===== config.mk =====
export PLATFORM = sky130hd
export DESIGN_NAME = md5_message_digest_flat
export DESIGN_NICKNAME = d
export VERILOG_FILES = /design/src/hw/rtl/md5_pkg.sv /design/src/hw/rtl/md5_if.sv /design/src/hw/rtl/md5_round.sv /design/src/hw/rtl/md5_wbuf.sv /design/src/hw/rtl/md5_message_digest.sv /design/src/flat_wrapper.sv
export SDC_FILE = /design/constraint.sdc
export NUM_CORES = 2
export LEC_CHECK = 0
export CELL_PAD_IN_SITES_DETAIL_PLACEMENT = 1
export CELL_PAD_IN_SITES_GLOBAL_PLACEMENT = 1
export CORE_UTILIZATION = 52
export CTS_CLUSTER_DIAMETER = 100
export DETAILED_ROUTE_END_ITERATION = 12
export DONT_BUFFER_PORTS = 1
export GPL_TIMING_DRIVEN = 0
export PLACE_DENSITY = 0.86
export SLEW_MARGIN = 15
export SYNTH_ARGS = -nofsm -noshare
export SYNTH_HDL_FRONTEND = slang
export SYNTH_SLANG_ARGS = --single-unit

===== constraint.sdc =====
create_clock -name clk_i -period 10.95 [get_ports clk_i]
set_clock_uncertainty 0.15 [all_clocks]
set_input_delay 1.095 -clock clk_i [delete_from_list [all_inputs] [get_ports clk_i]]
set_output_delay 1.095 -clock clk_i [all_outputs]
set_load 0.01 [all_outputs]

===== src/hw/rtl/md5_pkg.sv =====
`default_nettype none
// ----------------------------------------------------------------------------
// md5_pkg
// Shared types, constants and helper functions for the MD5 digest block.
// ----------------------------------------------------------------------------
package md5_pkg;

  typedef enum logic [4:0] {
    ST_IDLE  = 5'b00001,
    ST_LOAD  = 5'b00010,
    ST_ROUND = 5'b00100,
    ST_FOLD  = 5'b01000,
    ST_OUT   = 5'b10000
  } state_e;

  // kind of block being compressed, selects how message words are formed
  typedef enum logic [1:0] {
    BLK_DATA,
    BLK_PAD,
    BLK_PADLEN,
    BLK_LEN
  } blk_e;

  typedef struct packed {
    logic       en;
    logic [5:0] pos;
    logic [7:0] data;
  } wr_t;

  typedef struct packed {
    logic [3:0] idx;
    blk_e       mode;
    logic [5:0] pad_pos;
  } rd_t;

  localparam logic [5:0] LastPos   = 6'd63;
  localparam logic [5:0] LastStep  = 6'd63;
  localparam logic [5:0] LenPos    = 6'd56;
  localparam logic [3:0] LenWordLo = 4'd14;
  localparam logic [3:0] LenWordHi = 4'd15;
  localparam logic [1:0] LastWord  = 2'd3;
  localparam logic [7:0] PadByte   = 8'h80;

  localparam logic [31:0] InitVec [4] = '{
    32'h67452301, 32'hefcdab89, 32'h98badcfe, 32'h10325476
  };

  localparam logic [31:0] StepConst [64] = '{
    32'hd76aa478, 32'he8c7b756, 32'h242070db, 32'hc1bdceee,
    32'hf57c0faf, 32'h4787c62a, 32'ha8304613, 32'hfd469501,
    32'h698098d8, 32'h8b44f7af, 32'hffff5bb1, 32'h895cd7be,
    32'h6b901122, 32'hfd987193, 32'ha679438e, 32'h49b40821,
    32'hf61e2562, 32'hc040b340, 32'h265e5a51, 32'he9b6c7aa,
    32'hd62f105d, 32'h02441453, 32'hd8a1e681, 32'he7d3fbc8,
    32'h21e1cde6, 32'hc33707d6, 32'hf4d50d87, 32'h455a14ed,
    32'ha9e3e905, 32'hfcefa3f8, 32'h676f02d9, 32'h8d2a4c8a,
    32'hfffa3942, 32'h8771f681, 32'h6d9d6122, 32'hfde5380c,
    32'ha4beea44, 32'h4bdecfa9, 32'hf6bb4b60, 32'hbebfbc70,
    32'h289b7ec6, 32'heaa127fa, 32'hd4ef3085, 32'h04881d05,
    32'hd9d4d039, 32'he6db99e5, 32'h1fa27cf8, 32'hc4ac5665,
    32'hf4292244, 32'h432aff97, 32'hab9423a7, 32'hfc93a039,
    32'h655b59c3, 32'h8f0ccc92, 32'hffeff47d, 32'h85845dd1,
    32'h6fa87e4f, 32'hfe2ce6e0, 32'ha3014314, 32'h4e0811a1,
    32'hf7537e82, 32'hbd3af235, 32'h2ad7d2bb, 32'heb86d391
  };

  localparam logic [4:0] RotAmount [16] = '{
    5'd7, 5'd12, 5'd17, 5'd22, 5'd5, 5'd9, 5'd14, 5'd20,
    5'd4, 5'd11, 5'd16, 5'd23, 5'd6, 5'd10, 5'd15, 5'd21
  };

  // message word used by a given step
  function automatic logic [3:0] msg_index(logic [5:0] step);
    logic [3:0] lo;
    lo = step[3:0];
    case (step[5:4])
      2'd0:    return lo;
      2'd1:    return 4'(4'd5 * lo + 4'd1);
      2'd2:    return 4'(4'd3 * lo + 4'd5);
      default: return 4'(4'd7 * lo);
    endcase
  endfunction

endpackage
`default_nettype wire


===== src/hw/rtl/md5_if.sv =====
`default_nettype none
// ----------------------------------------------------------------------------
// md5 stream interfaces
// Valid/ready channels for message bytes in and digest words out.
// ----------------------------------------------------------------------------
interface md5_in_if;
  logic       valid;
  logic       ready;
  logic [7:0] data_byte;
  logic       has_byte;
  logic       last_byte;

  modport source (output valid, output data_byte, output has_byte, output last_byte,
                  input ready);
  modport sink (input valid, input data_byte, input has_byte, input last_byte,
                output ready);
endinterface

interface md5_out_if;
  logic        valid;
  logic        ready;
  logic [31:0] digest_word;
  logic [1:0]  word_index;
  logic        last_word;

  modport source (output valid, output digest_word, output word_index, output last_word,
                  input ready);
  modport sink (input valid, input digest_word, input word_index, input last_word,
                output ready);
endinterface
`default_nettype wire


===== src/hw/rtl/md5_round.sv =====
`default_nettype none
// ----------------------------------------------------------------------------
// md5_round
// Shared MD5 step unit: round function, add of prefetched sum, rotate, add.
// ----------------------------------------------------------------------------
module md5_round (
  input  logic [5:0]  step_i,
  input  logic [31:0] b_i,
  input  logic [31:0] c_i,
  input  logic [31:0] d_i,
  input  logic [31:0] pre_i,
  output logic [31:0] b_o
);
  import md5_pkg::*;

  logic [31:0] f;
  logic [31:0] t;
  logic [63:0] dbl;
  logic [4:0]  amt;

  always_comb begin
    case (step_i[5:4])
      2'd0:    f = (b_i & c_i) | (~b_i & d_i);
      2'd1:    f = (b_i & d_i) | (c_i & ~d_i);
      2'd2:    f = b_i ^ c_i ^ d_i;
      default: f = c_i ^ (b_i | ~d_i);
    endcase
  end

  // pre_i already holds a + w[g] + k
  assign t   = f + pre_i;
  assign amt = RotAmount[{step_i[5:4], step_i[1:0]}];
  assign dbl = {t, t} << amt;
  assign b_o = b_i + dbl[63:32];

endmodule
`default_nettype wire


===== src/hw/rtl/md5_wbuf.sv =====
`default_nettype none
// ----------------------------------------------------------------------------
// md5_wbuf
// Block buffer of sixteen words with byte writes; forms padded message words.
// ----------------------------------------------------------------------------
module md5_wbuf (
  input  logic               clk_i,
  input  md5_pkg::wr_t       wr_i,
  input  md5_pkg::rd_t       rd_i,
  input  logic [63:0]        bit_len_i,
  output logic [31:0]        word_o
);
  import md5_pkg::*;

  logic [31:0] mem_q [16];
  logic [31:0] raw;
  logic [31:0] padded;

  always_ff @(posedge clk_i) begin
    if (wr_i.en) begin
      mem_q[wr_i.pos[5:2]][{wr_i.pos[1:0], 3'b000} +: 8] <= wr_i.data;
    end
  end

  assign raw = mem_q[rd_i.idx];

  // bytes at the pad position become 0x80, bytes past it become zero
  always_comb begin
    logic [5:0] k;
    padded = '0;
    for (int j = 0; j < 4; j++) begin
      k = {rd_i.idx, 2'(j)};
      if (k < rd_i.pad_pos) begin
        padded[8*j +: 8] = raw[8*j +: 8];
      end else if (k == rd_i.pad_pos) begin
        padded[8*j +: 8] = PadByte;
      end else begin
        padded[8*j +: 8] = 8'h00;
      end
    end
  end

  always_comb begin
    case (rd_i.mode)
      BLK_DATA:   word_o = raw;
      BLK_PAD:    word_o = padded;
      BLK_PADLEN: word_o = padded;
      BLK_LEN:    word_o = '0;
      default:    word_o = raw;
    endcase
    if (rd_i.mode == BLK_PADLEN || rd_i.mode == BLK_LEN) begin
      if (rd_i.idx == LenWordLo) begin
        word_o = bit_len_i[31:0];
      end else if (rd_i.idx == LenWordHi) begin
        word_o = bit_len_i[63:32];
      end
    end
  end

endmodule
`default_nettype wire


===== src/hw/rtl/md5_message_digest.sv =====
`default_nettype none
// ----------------------------------------------------------------------------
// md5_message_digest
// MD5 digest of a byte stream, one shared step unit under a small sequencer.
// ----------------------------------------------------------------------------
// Bytes arrive one per transfer. The byte that fills the 64-byte block holds
// the input off while the block is compressed: the working words are loaded,
// 64 MD5 steps run on the single step unit (one step per cycle), and the
// result is added into the chaining state. A transfer marked last runs one
// padding block, or two when 56 or more bytes of the block are used, then
// presents words a, b, c, d on the output one per transfer; the input is not
// ready until the last of them is taken. The chaining state then returns to
// the initial vector for the next message.
module md5_message_digest (
  input  logic      clk_i,
  input  logic      rst_ni,
  md5_in_if.sink    byte_i,
  md5_out_if.source digest_o
);
  import md5_pkg::*;

  state_e      state_q, state_d;
  blk_e        mode_q, mode_d;
  logic        last_pend_q, last_pend_d;
  logic [5:0]  pos_q, pos_d;
  logic [60:0] cnt_q, cnt_d;
  logic [5:0]  rnd_q, rnd_d;
  logic [1:0]  widx_q, widx_d;
  logic [31:0] chain_q [4];
  logic [31:0] chain_d [4];
  logic [31:0] wa_q, wa_d, wb_q, wb_d, wc_q, wc_d, wd_q, wd_d;
  logic [31:0] pre_q, pre_d;

  logic        in_xfer;
  logic        out_xfer;
  logic [5:0]  pos_new;
  logic [5:0]  fetch_step;
  logic [31:0] msg_word;
  logic [31:0] new_b;
  wr_t         wr;
  rd_t         rd;

  assign byte_i.ready = (state_q == ST_IDLE);
  assign in_xfer      = byte_i.valid & byte_i.ready;
  assign out_xfer     = digest_o.valid & digest_o.ready;

  assign digest_o.valid       = (state_q == ST_OUT);
  assign digest_o.digest_word = chain_q[widx_q];
  assign digest_o.word_index  = widx_q;
  assign digest_o.last_word   = (widx_q == LastWord);

  // the word for the next step is fetched during the current one and registered
  assign fetch_step = (state_q == ST_ROUND) ? rnd_q + 6'd1 : 6'd0;

  assign wr.en   = in_xfer & byte_i.has_byte;
  assign wr.pos  = pos_q;
  assign wr.data = byte_i.data_byte;

  assign rd.idx     = msg_index(fetch_step);
  assign rd.mode    = mode_q;
  assign rd.pad_pos = pos_q;

  md5_wbuf u_wbuf (
    .clk_i     (clk_i),
    .wr_i      (wr),
    .rd_i      (rd),
    .bit_len_i ({cnt_q, 3'b000}),
    .word_o    (msg_word)
  );

  md5_round u_round (
    .step_i (rnd_q),
    .b_i    (wb_q),
    .c_i    (wc_q),
    .d_i    (wd_q),
    .pre_i  (pre_q),
    .b_o    (new_b)
  );

  assign pos_new = 6'(pos_q + {5'b0, byte_i.has_byte});

  always_comb begin
    state_d     = state_q;
    mode_d      = mode_q;
    last_pend_d = last_pend_q;
    pos_d       = pos_q;
    cnt_d       = cnt_q;
    rnd_d       = rnd_q;
    widx_d      = widx_q;
    chain_d     = chain_q;
    wa_d        = wa_q;
    wb_d        = wb_q;
    wc_d        = wc_q;
    wd_d        = wd_q;
    // next a is the current d, or the chaining a before the first step
    pre_d = ((state_q == ST_ROUND) ? wd_q : chain_q[0]) + msg_word + StepConst[fetch_step];

    case (state_q)
      ST_IDLE: begin
        if (in_xfer) begin
          pos_d = pos_new;
          if (byte_i.has_byte) begin
            cnt_d = cnt_q + 61'd1;
          end
          if (byte_i.has_byte && pos_q == LastPos) begin
            mode_d      = BLK_DATA;
            last_pend_d = byte_i.last_byte;
            state_d     = ST_LOAD;
          end else if (byte_i.last_byte) begin
            mode_d  = (pos_new >= LenPos) ? BLK_PAD : BLK_PADLEN;
            state_d = ST_LOAD;
          end
        end
      end
      ST_LOAD: begin
        wa_d    = chain_q[0];
        wb_d    = chain_q[1];
        wc_d    = chain_q[2];
        wd_d    = chain_q[3];
        rnd_d   = '0;
        state_d = ST_ROUND;
      end
      ST_ROUND: begin
        wa_d  = wd_q;
        wd_d  = wc_q;
        wc_d  = wb_q;
        wb_d  = new_b;
        rnd_d = rnd_q + 6'd1;
        if (rnd_q == LastStep) begin
          state_d = ST_FOLD;
        end
      end
      ST_FOLD: begin
        chain_d[0] = chain_q[0] + wa_q;
        chain_d[1] = chain_q[1] + wb_q;
        chain_d[2] = chain_q[2] + wc_q;
        chain_d[3] = chain_q[3] + wd_q;
        case (mode_q)
          BLK_DATA: begin
            if (last_pend_q) begin
              last_pend_d = 1'b0;
              mode_d      = BLK_PADLEN;
              state_d     = ST_LOAD;
            end else begin
              state_d = ST_IDLE;
            end
          end
          BLK_PAD: begin
            mode_d  = BLK_LEN;
            state_d = ST_LOAD;
          end
          default: begin
            widx_d  = '0;
            state_d = ST_OUT;
          end
        endcase
      end
      ST_OUT: begin
        if (out_xfer) begin
          widx_d = widx_q + 2'd1;
          if (widx_q == LastWord) begin
            chain_d = InitVec;
            cnt_d   = '0;
            pos_d   = '0;
            state_d = ST_IDLE;
          end
        end
      end
      default: begin
        state_d = ST_IDLE;
      end
    endcase
  end

  always_ff @(posedge clk_i or negedge rst_ni) begin
    if (!rst_ni) begin
      state_q     <= ST_IDLE;
      mode_q      <= BLK_DATA;
      last_pend_q <= 1'b0;
      pos_q       <= '0;
      cnt_q       <= '0;
      rnd_q       <= '0;
      widx_q      <= '0;
      chain_q     <= InitVec;
    end else begin
      state_q     <= state_d;
      mode_q      <= mode_d;
      last_pend_q <= last_pend_d;
      pos_q       <= pos_d;
      cnt_q       <= cnt_d;
      rnd_q       <= rnd_d;
      widx_q      <= widx_d;
      chain_q     <= chain_d;
    end
  end

  always_ff @(posedge clk_i) begin
    wa_q  <= wa_d;
    wb_q  <= wb_d;
    wc_q  <= wc_d;
    wd_q  <= wd_d;
    pre_q <= pre_d;
  end

  a_no_accept_while_out: assert property (@(posedge clk_i) disable iff (!rst_ni)
    digest_o.valid |-> !byte_i.ready)
    else $error("input accepted while digest words pending");

  a_restart_after_digest: assert property (@(posedge clk_i) disable iff (!rst_ni)
    (out_xfer && digest_o.last_word) |=>
      (state_q == ST_IDLE && chain_q[0] == InitVec[0] && pos_q == '0 && cnt_q == '0))
    else $error("state not returned to initial vector after digest");

  a_len_fits: assert property (@(posedge clk_i) disable iff (!rst_ni)
    (state_q == ST_ROUND && mode_q == BLK_PADLEN) |-> (pos_q < LenPos))
    else $error("length field overlaps message bytes");

  a_pad_then_len: assert property (@(posedge clk_i) disable iff (!rst_ni)
    (state_q == ST_FOLD && mode_q == BLK_PAD) |=> (state_q == ST_LOAD && mode_q == BLK_LEN))
    else $error("padding block not followed by length block");

endmodule
`default_nettype wire

===== src/flat_wrapper.sv =====
// flat-port wrapper written by rule: the top's interface ports become plain ports
module md5_message_digest_flat import md5_pkg::*;
  (clk_i, rst_ni, byte_i_valid, byte_i_data_byte, byte_i_has_byte, byte_i_last_byte, byte_i_ready, digest_o_valid, digest_o_digest_word, digest_o_word_index, digest_o_last_word, digest_o_ready);
  md5_in_if byte_i_i ();
  md5_out_if digest_o_i ();
  input  logic clk_i;
  input  logic rst_ni;
  input wire logic [$bits(byte_i_i.valid)-1:0] byte_i_valid;
  input wire logic [$bits(byte_i_i.data_byte)-1:0] byte_i_data_byte;
  input wire logic [$bits(byte_i_i.has_byte)-1:0] byte_i_has_byte;
  input wire logic [$bits(byte_i_i.last_byte)-1:0] byte_i_last_byte;
  output wire logic [$bits(byte_i_i.ready)-1:0] byte_i_ready;
  output wire logic [$bits(digest_o_i.valid)-1:0] digest_o_valid;
  output wire logic [$bits(digest_o_i.digest_word)-1:0] digest_o_digest_word;
  output wire logic [$bits(digest_o_i.word_index)-1:0] digest_o_word_index;
  output wire logic [$bits(digest_o_i.last_word)-1:0] digest_o_last_word;
  input wire logic [$bits(digest_o_i.ready)-1:0] digest_o_ready;
  assign byte_i_i.valid = byte_i_valid;
  assign byte_i_i.data_byte = byte_i_data_byte;
  assign byte_i_i.has_byte = byte_i_has_byte;
  assign byte_i_i.last_byte = byte_i_last_byte;
  assign byte_i_ready = byte_i_i.ready;
  assign digest_o_valid = digest_o_i.valid;
  assign digest_o_digest_word = digest_o_i.digest_word;
  assign digest_o_word_index = digest_o_i.word_index;
  assign digest_o_last_word = digest_o_i.last_word;
  assign digest_o_i.ready = digest_o_ready;
  md5_message_digest u_core (.clk_i(clk_i), .rst_ni(rst_ni), .byte_i(byte_i_i), .digest_o(digest_o_i));
endmodule

Word level (Yosys, flattened, before mapping)
Memory sizes are Yosys's and may differ from the RTL's.
Cells that the tools add are included.
- bits in registers: 371
- latch bits: 0
- RAM bits: 512
- ROM bits: 2128
- input bits: 14
- output and inout port bits: 37
- word-level logic and storage cells: 181
- memories: 3
- $add $sub $neg: 15
- multipliers: 3
- div/mod/pow operators: 0
- order comparisons: 8
- eq/ne operators: 32
- shifts and indexed selects: 3
- muxes and demuxes: 65
- bitwise gates (word level): 18
- reductions and logical operators: 18
- memory list (memory ; words ; width ; read ports ; clocked after Yosys merged registers in ; wr ports ; RTL line ; text):
    (name not given) ; 64 ; 32 ; 1 ; 0 ; 0 ; md5_message_digest.sv:96 ; pre_d = ((state_q == ST_ROUND) ? wd_q : chain_q[0]) + msg_word + StepConst[fetch_step];
    u_core.u_wbuf.mem_q ; 16 ; 32 ; 1 ; 0 ; 1 ; md5_wbuf.sv:15 ; logic [31:0] mem_q [16];
    (name not given) ; 16 ; 5 ; 1 ; 0 ; 0 ; md5_round.sv:32 ; assign amt = RotAmount[{step_i[5:4], step_i[1:0]}];
- operators with widths (operator ; number):
    32-bit two-way mux ; 9
    32-bit adder ; 8
    128-bit two-way mux ; 2
    128-bit case mux with 2 select lines ; 1
    32-bit case mux with 2 select lines ; 4
    61-bit two-way mux ; 4
    32-bit case mux with 3 select lines ; 2
    32-bit bitwise AND ; 4
    61-bit case mux with 2 select lines ; 1
    32-bit bitwise OR ; 3
    32-bit bitwise XOR ; 3
    32-bit binary-select mux with 2-bit select ; 1
    8-bit two-way mux ; 8
    32-bit NOT ; 2
    64-bit by 5-bit left shift with 64-bit output ; 1
    61-bit by 1-bit adder with 61-bit output (second input constant) ; 1
    5-bit two-way mux ; 8
    8-bit by 7-bit variable shift with 32-bit output (first input constant) ; 1
    8-bit by 7-bit indexed part select with 32-bit output ; 1
    5-bit case mux with 5 select lines ; 1
    6-bit equality test ; 4
    6-bit less-than comparator ; 4
    6-bit two-way mux ; 4
    6-bit case mux with 2 select lines ; 2
    other kinds (44) ; 83

Longest topological paths before layout
- depth in word-level cells: 14
- gate-level depth with buffers: 39

Cells and area by module
From an unflattened synthesis, not the netlist that was laid out.
- cells, all modules: 5463
- area total of the unflattened synthesis: 56027.5 um^2
- by module, submodules not included (module ; times used ; cells an instance ; area an instance (um^2)):
    md5_message_digest ; 1 ; 3151 ; 27040.9
    md5_wbuf ; 1 ; 1072 ; 21022.7
    md5_round ; 1 ; 1240 ; 7963.9

Worst setup path after synthesis
Ideal clock, no wire load.
- path kind: flip-flop to flip-flop
- start: register u_core.rnd_q[1]
- end: register u_core.pre_q[29]
- library setup time: 0.072 ns
- arrival time: 9.433 ns
- path slack: 1.295 ns
- stages on the path, launching flop included: 38
- period minus slack after synthesis: 9.655 ns
- cell sequence: dfrtp_1 > ha_1 > xnor2_1 > nor2_1 > clkbuf_1 > inv_1 > clkbuf_1 > clkbuf_1 > buf_1 > fa_1 > inv_1 > ha_1 > o21ai_0 > mux2_2 > clkinv_1 > clkbuf_1 > buf_1 > ha_1 > [2 not listed] > a31oi_1 > a311oi_1 > a32o_1 > fa_1 > ha_1 > fa_1 > a21o_1 > a21oi_1 > o21ai_0 > a41o_1 > a31oi_1 > a21oi_1 > o21ai_0 > o21ai_0 > o41ai_1 > o2111ai_1 > a21oi_1 > xnor2_1
- cells in the longest elaborated chain, start to end: 14
- elaborated cells on any way between the ends: 38
- classes of those cells: 5 x add/sub; 3 x mul; 4 x order compare; 7 x eq/ne; 15 x mux; 1 x bitwise; 1 x reduce/logical; 2 x memory
- ends and longest elaborated chain (element ; RTL line ; text):
    start: declaration ; md5_message_digest.sv:27 ; logic [5:0] rnd_q, rnd_d;
    start signal: assignment ; md5_message_digest.sv:191 ; rnd_q <= rnd_d;
    6-bit by 1-bit adder with 6-bit output * ; md5_message_digest.sv:53 ; assign fetch_step = (state_q == ST_ROUND) ? rnd_q + 6'd1 : 6'd0;
    6-bit two-way mux * ; md5_message_digest.sv:53 ;
    parallel branches: the longest is 11 deep, another holds memory 16 x 32 bit ; - ;
    32-bit adder * ; md5_message_digest.sv:96 ;
    named net u_core.pre_d[29] ; md5_message_digest.sv:32 ; logic [31:0] pre_q, pre_d;
    end signal: assignment ; md5_message_digest.sv:202 ; pre_q <= pre_d;
    end: declaration ; md5_message_digest.sv:32 ;
Mark *: on every way through the listed nets, which the timed path passes. The select of a mux whose other input is x is not followed.
A chain may end at the register's enable or synchronous reset.

Worst setup path in the final report
- start: register u_core.state_q[1]
- end: register u_core.pre_q[30]
- cells in the longest elaborated chain, start to end: 14
- elaborated cells on any way between the ends: 39
- classes of those cells: 4 x add/sub; 3 x mul; 4 x order compare; 8 x eq/ne; 16 x mux; 1 x bitwise; 1 x reduce/logical; 2 x memory
- ends and longest elaborated chain (element ; RTL line ; text):
    start: declaration ; md5_message_digest.sv:22 ; state_e state_q, state_d;
    start signal: assignment ; md5_message_digest.sv:186 ; state_q <= state_d;
    5-bit by 3-bit equality test with 1-bit output * ; md5_message_digest.sv:53 ;
    6-bit two-way mux * ; md5_message_digest.sv:53 ;
    named net u_core.fetch_step[0] ; md5_message_digest.sv:37 ; logic [5:0] fetch_step;
    parallel branches: the longest is 11 deep, another holds memory 16 x 32 bit ; - ;
    32-bit adder * ; md5_message_digest.sv:96 ;
    named net u_core.pre_d[30] ; md5_message_digest.sv:32 ;
Marks and branches as above.

==> flow_summary.yaml <==
finish:
  layout.nets: 5839
  drive_gt1_share_pct: 9.589
  final_cells: 7014
  synthesis_to_finish_area_growth_pct: 9.959
yosys:
  synth_warnings: 0
  postSynthCellCount: 5422
  synth.avg_cell_area_sq_um: 10.17
  netlist_area_sq_um: 55140
  synth_area_leaders: "edfxtp_1, dfrtp_1, mux4_2"
  synth_top_flop_cell: "edfxtp_1"
  synth.yosys.seq_area_share_pct: 45.74
  yosysTopAreaCell: "edfxtp_1"
  synthTopCellsByCount: "nand2_1, edfxtp_1, nor2_1"
  nets_in_the_synthesized_netlist: 5741
  count_of_flip_flops_with_a_built_in_enable_after_synthesis: 640
  ys_types: 99
  yosys_register_bits: 883
  synth_most_common_cell: "nand2_1"
  top_area_cell_type_share_of_the_netlist_area_pct: 34.85
  synth_async_reset_ratio_pct: 23.90
power_and_ir_drop:
  clockPowerShare_pct: 15.4
  power_report.internal_total_mw: 11.37
  power.share.switching_pct: 49.91
  power_frac_seq_pct: 23.4
  p_switching_mw: 11.33
  irDropWorstVdd_mv: 0.4952
  leakagePower_nw: 23.09
  power.combinational.fraction_pct: 61.2
  power_per_cell_area_nw_per_um2: 374.5
worst_setup_path:
  setup.worst_path.start_class: "register"
  worst_path_most_repeated_cell: "ha_1"
  cp_slowest_cell: "fa_1"
  critical_path_cell_count: 38
  wp_buf_inv: 9
  highest_net_fanout_along_the_worst_path: 16
  criticalPathCategory: "reg2reg"
  worst_r2r_path_depth: 38
  timing.critical_path.slowest_cell_delay_ns: 0.54
  cpLargestDelayFamily: "compound AO/OA/AOI/OAI gates"
  critical_path_required_ns: 11.31
  rrSetupSlack_ns: 0.11
  worst_ep_arrival_time_ns: 11.20
  critical_path.endpoint_type: "register"
clock_tree:
  cts.sinks: 883
  clock_tree_from_tritoncts: "yes"
  cts_buffers: 92
  clock_slew_at_reported_path_ffs_ns: 0.07
  number_of_h_tree_branching_levels: 3
  cts_max_path_buffers: 3
  clock_latency_of_the_later_clocked_register_in_the_worst_skew_pair_ns: 0.76
  cts-root-buf: "clkbuf_16"
place:
  globalplace.congestion: 1.046
  portBuffers: 0
  placed_cells_incl_taps: 6816
  final_hpwl_from_detailed_placement_um: 172000
status:
  run_status: "complete, but fails checks"
  failed_checks: "max-capacitance violations"
global_route:
  number_of_antenna_violations_at_the_first_check_in_global_routing: 17
  first_global_vias: 49260
  grt.overflow.total: 0
  total_routing_usage_gr_pct: 45.12
  first_pass_grt_wire_length_um: 349300
  grt_max_degree: 102
die:
  rows: 119
  pin_count: 51
  die_ar_sq_um: 107400
  core_region_area_sq_um: 105300
  die_y_um: 327.6
  floorplan.initialDensity_pct: 52.38
  floorplan_die_width_um: 327.6
sta:
  layout_min_cycle_time_ns: 10.84
  finalSetupViolCount: 0
  finalCritPeriodShare_pct: 99.02
  hold_ws_ns: 0.05947
  hold_viol: 0
  tightest_slew_ns: 1.428
  max_slew_headroom_at_the_worst_pin_pct: 2.367
  finalSetupTns_ns: 0
  drv_slew: 0
  max_clock_freq_mhz: 92.23
routing:
  dr.first_iter.drc_count: 6550
  route.antenna.remaining_nets: 0
  routedWlPerCell_um: 35.21
  first_pass_iters: 6
  vias_per_cell: 7.082
  vias: 49670
  drc: 0
  routed_wl_um: 247000
run:
  maxCapViolations: 1
worst_hold_path:
  hp-class: "in2async"
==> state kept, by name, summed over array words and instances (netlist names) <==
name	cells
u_core.chain_q	128
u_core.cnt_q	61
u_core.digest_o.word_index	2
u_core.last_pend_q	1
u_core.mode_q	2
u_core.pos_q	6
u_core.pre_q	32
u_core.rnd_q	6
u_core.state_q	5
u_core.u_wbuf.mem_q	512
u_core.wa_q	32
u_core.wb_q	32
u_core.wc_q	32
u_core.wd_q	32
==> metal layers <==
metal | share of wire (%) | track usage, %
met3 | 11 | 11.14
met2 | 44 | 69.55
met1 | 35 | 54.83
met4 | 9.3 | 34.22
met5 | 0.027 | 0
==> per-stage QoR <==
stage / power (mW) / area (sq um) / util (%) / setup WS (ns)
after floorplan: 13.98 / 55140 / - / 1.295
after global placement: 17.96 / 56880 / 54.04 / -3.206
after detailed placement: 18.36 / 56960 / 54.11 / -2.829
after CTS: 22.09 / 60460 / 57.43 / 0.0009752
after global routing: 23.65 / 60620 / 57.58 / -0.03283
final: 22.71 / 60640 / 57.60 / 0.1076
==> final cells by class <==
cell class	count	area, sq um
diodes	23	57.56
plain buffers	283	1206
clock buffers	114	2456
well taps	1391	1740
multi-input cells	4143	28570
fillers	11260	44630
clock inverters	60	813.3
inverters	107	424.2
repair buffers	10	142.6
flip-flops and latches	883	25220
==> what timing repair did <==
action                     in CTS  in global routing
setup buffers                   3                  2
setup endpoints to repair      34                 13
resized for setup              42                 42
pin swaps                       2                  1
hold endpoints to repair      101                  0
hold buffers                    2                  0
==> path summary, 6_finish.rpt <==
path                                    startpoint                  to
worst min-delay path                        rst_ni  u_core.chain_q[59]
max in group asynchronous                   rst_ni     u_core.rnd_q[1]
worst max-delay path             u_core.state_q[1]    u_core.pre_q[30]
worst min register to register  u_core.chain_q[49]  u_core.chain_q[49]
min in group clk_i              u_core.chain_q[49]  u_core.chain_q[49]
worst max register to register   u_core.state_q[1]    u_core.pre_q[30]
==> kinds of logic after synthesis <==
group	Yosys count	synth area share (%)
buf+inv	396	2.838
xor+xnor	282	4.531
mux	297	9.103
fa+ha+maj	305	7.492
flops	883	45.74
simple gates	1899	15.29
compound gates	1360	15.01
==> layout by cell type (no fill, tap or decap), types with 100 or more instances in the layout <==
cell      instances
nand2_1         830
edfxtp_1        640
nor2_1          427
a21oi_1         419
o21ai_0         393
ha_1            262
clkbuf_1        207
nand3_1         162
mux4_2          161
nor3_1          158
xor2_1          156
dfrtp_1         146
xnor2_1         122
mux2i_1         110
inv_1           100
==> power by group through the flow <==
stage | registers (mW) | logic, mW | clock network, mW
2_1_floorplan | 4.87 | 9.11 | 0
3_3_place_gp | 5.29 | 12.7 | 0
3_5_place_dp | 5.28 | 13.1 | 0
4_1_cts | 5.23 | 13.4 | 3.43
5_1_grt | 5.31 | 14.8 | 3.56
6_report | 5.31 | 13.9 | 3.49
(Power assumes the default switching activity.)
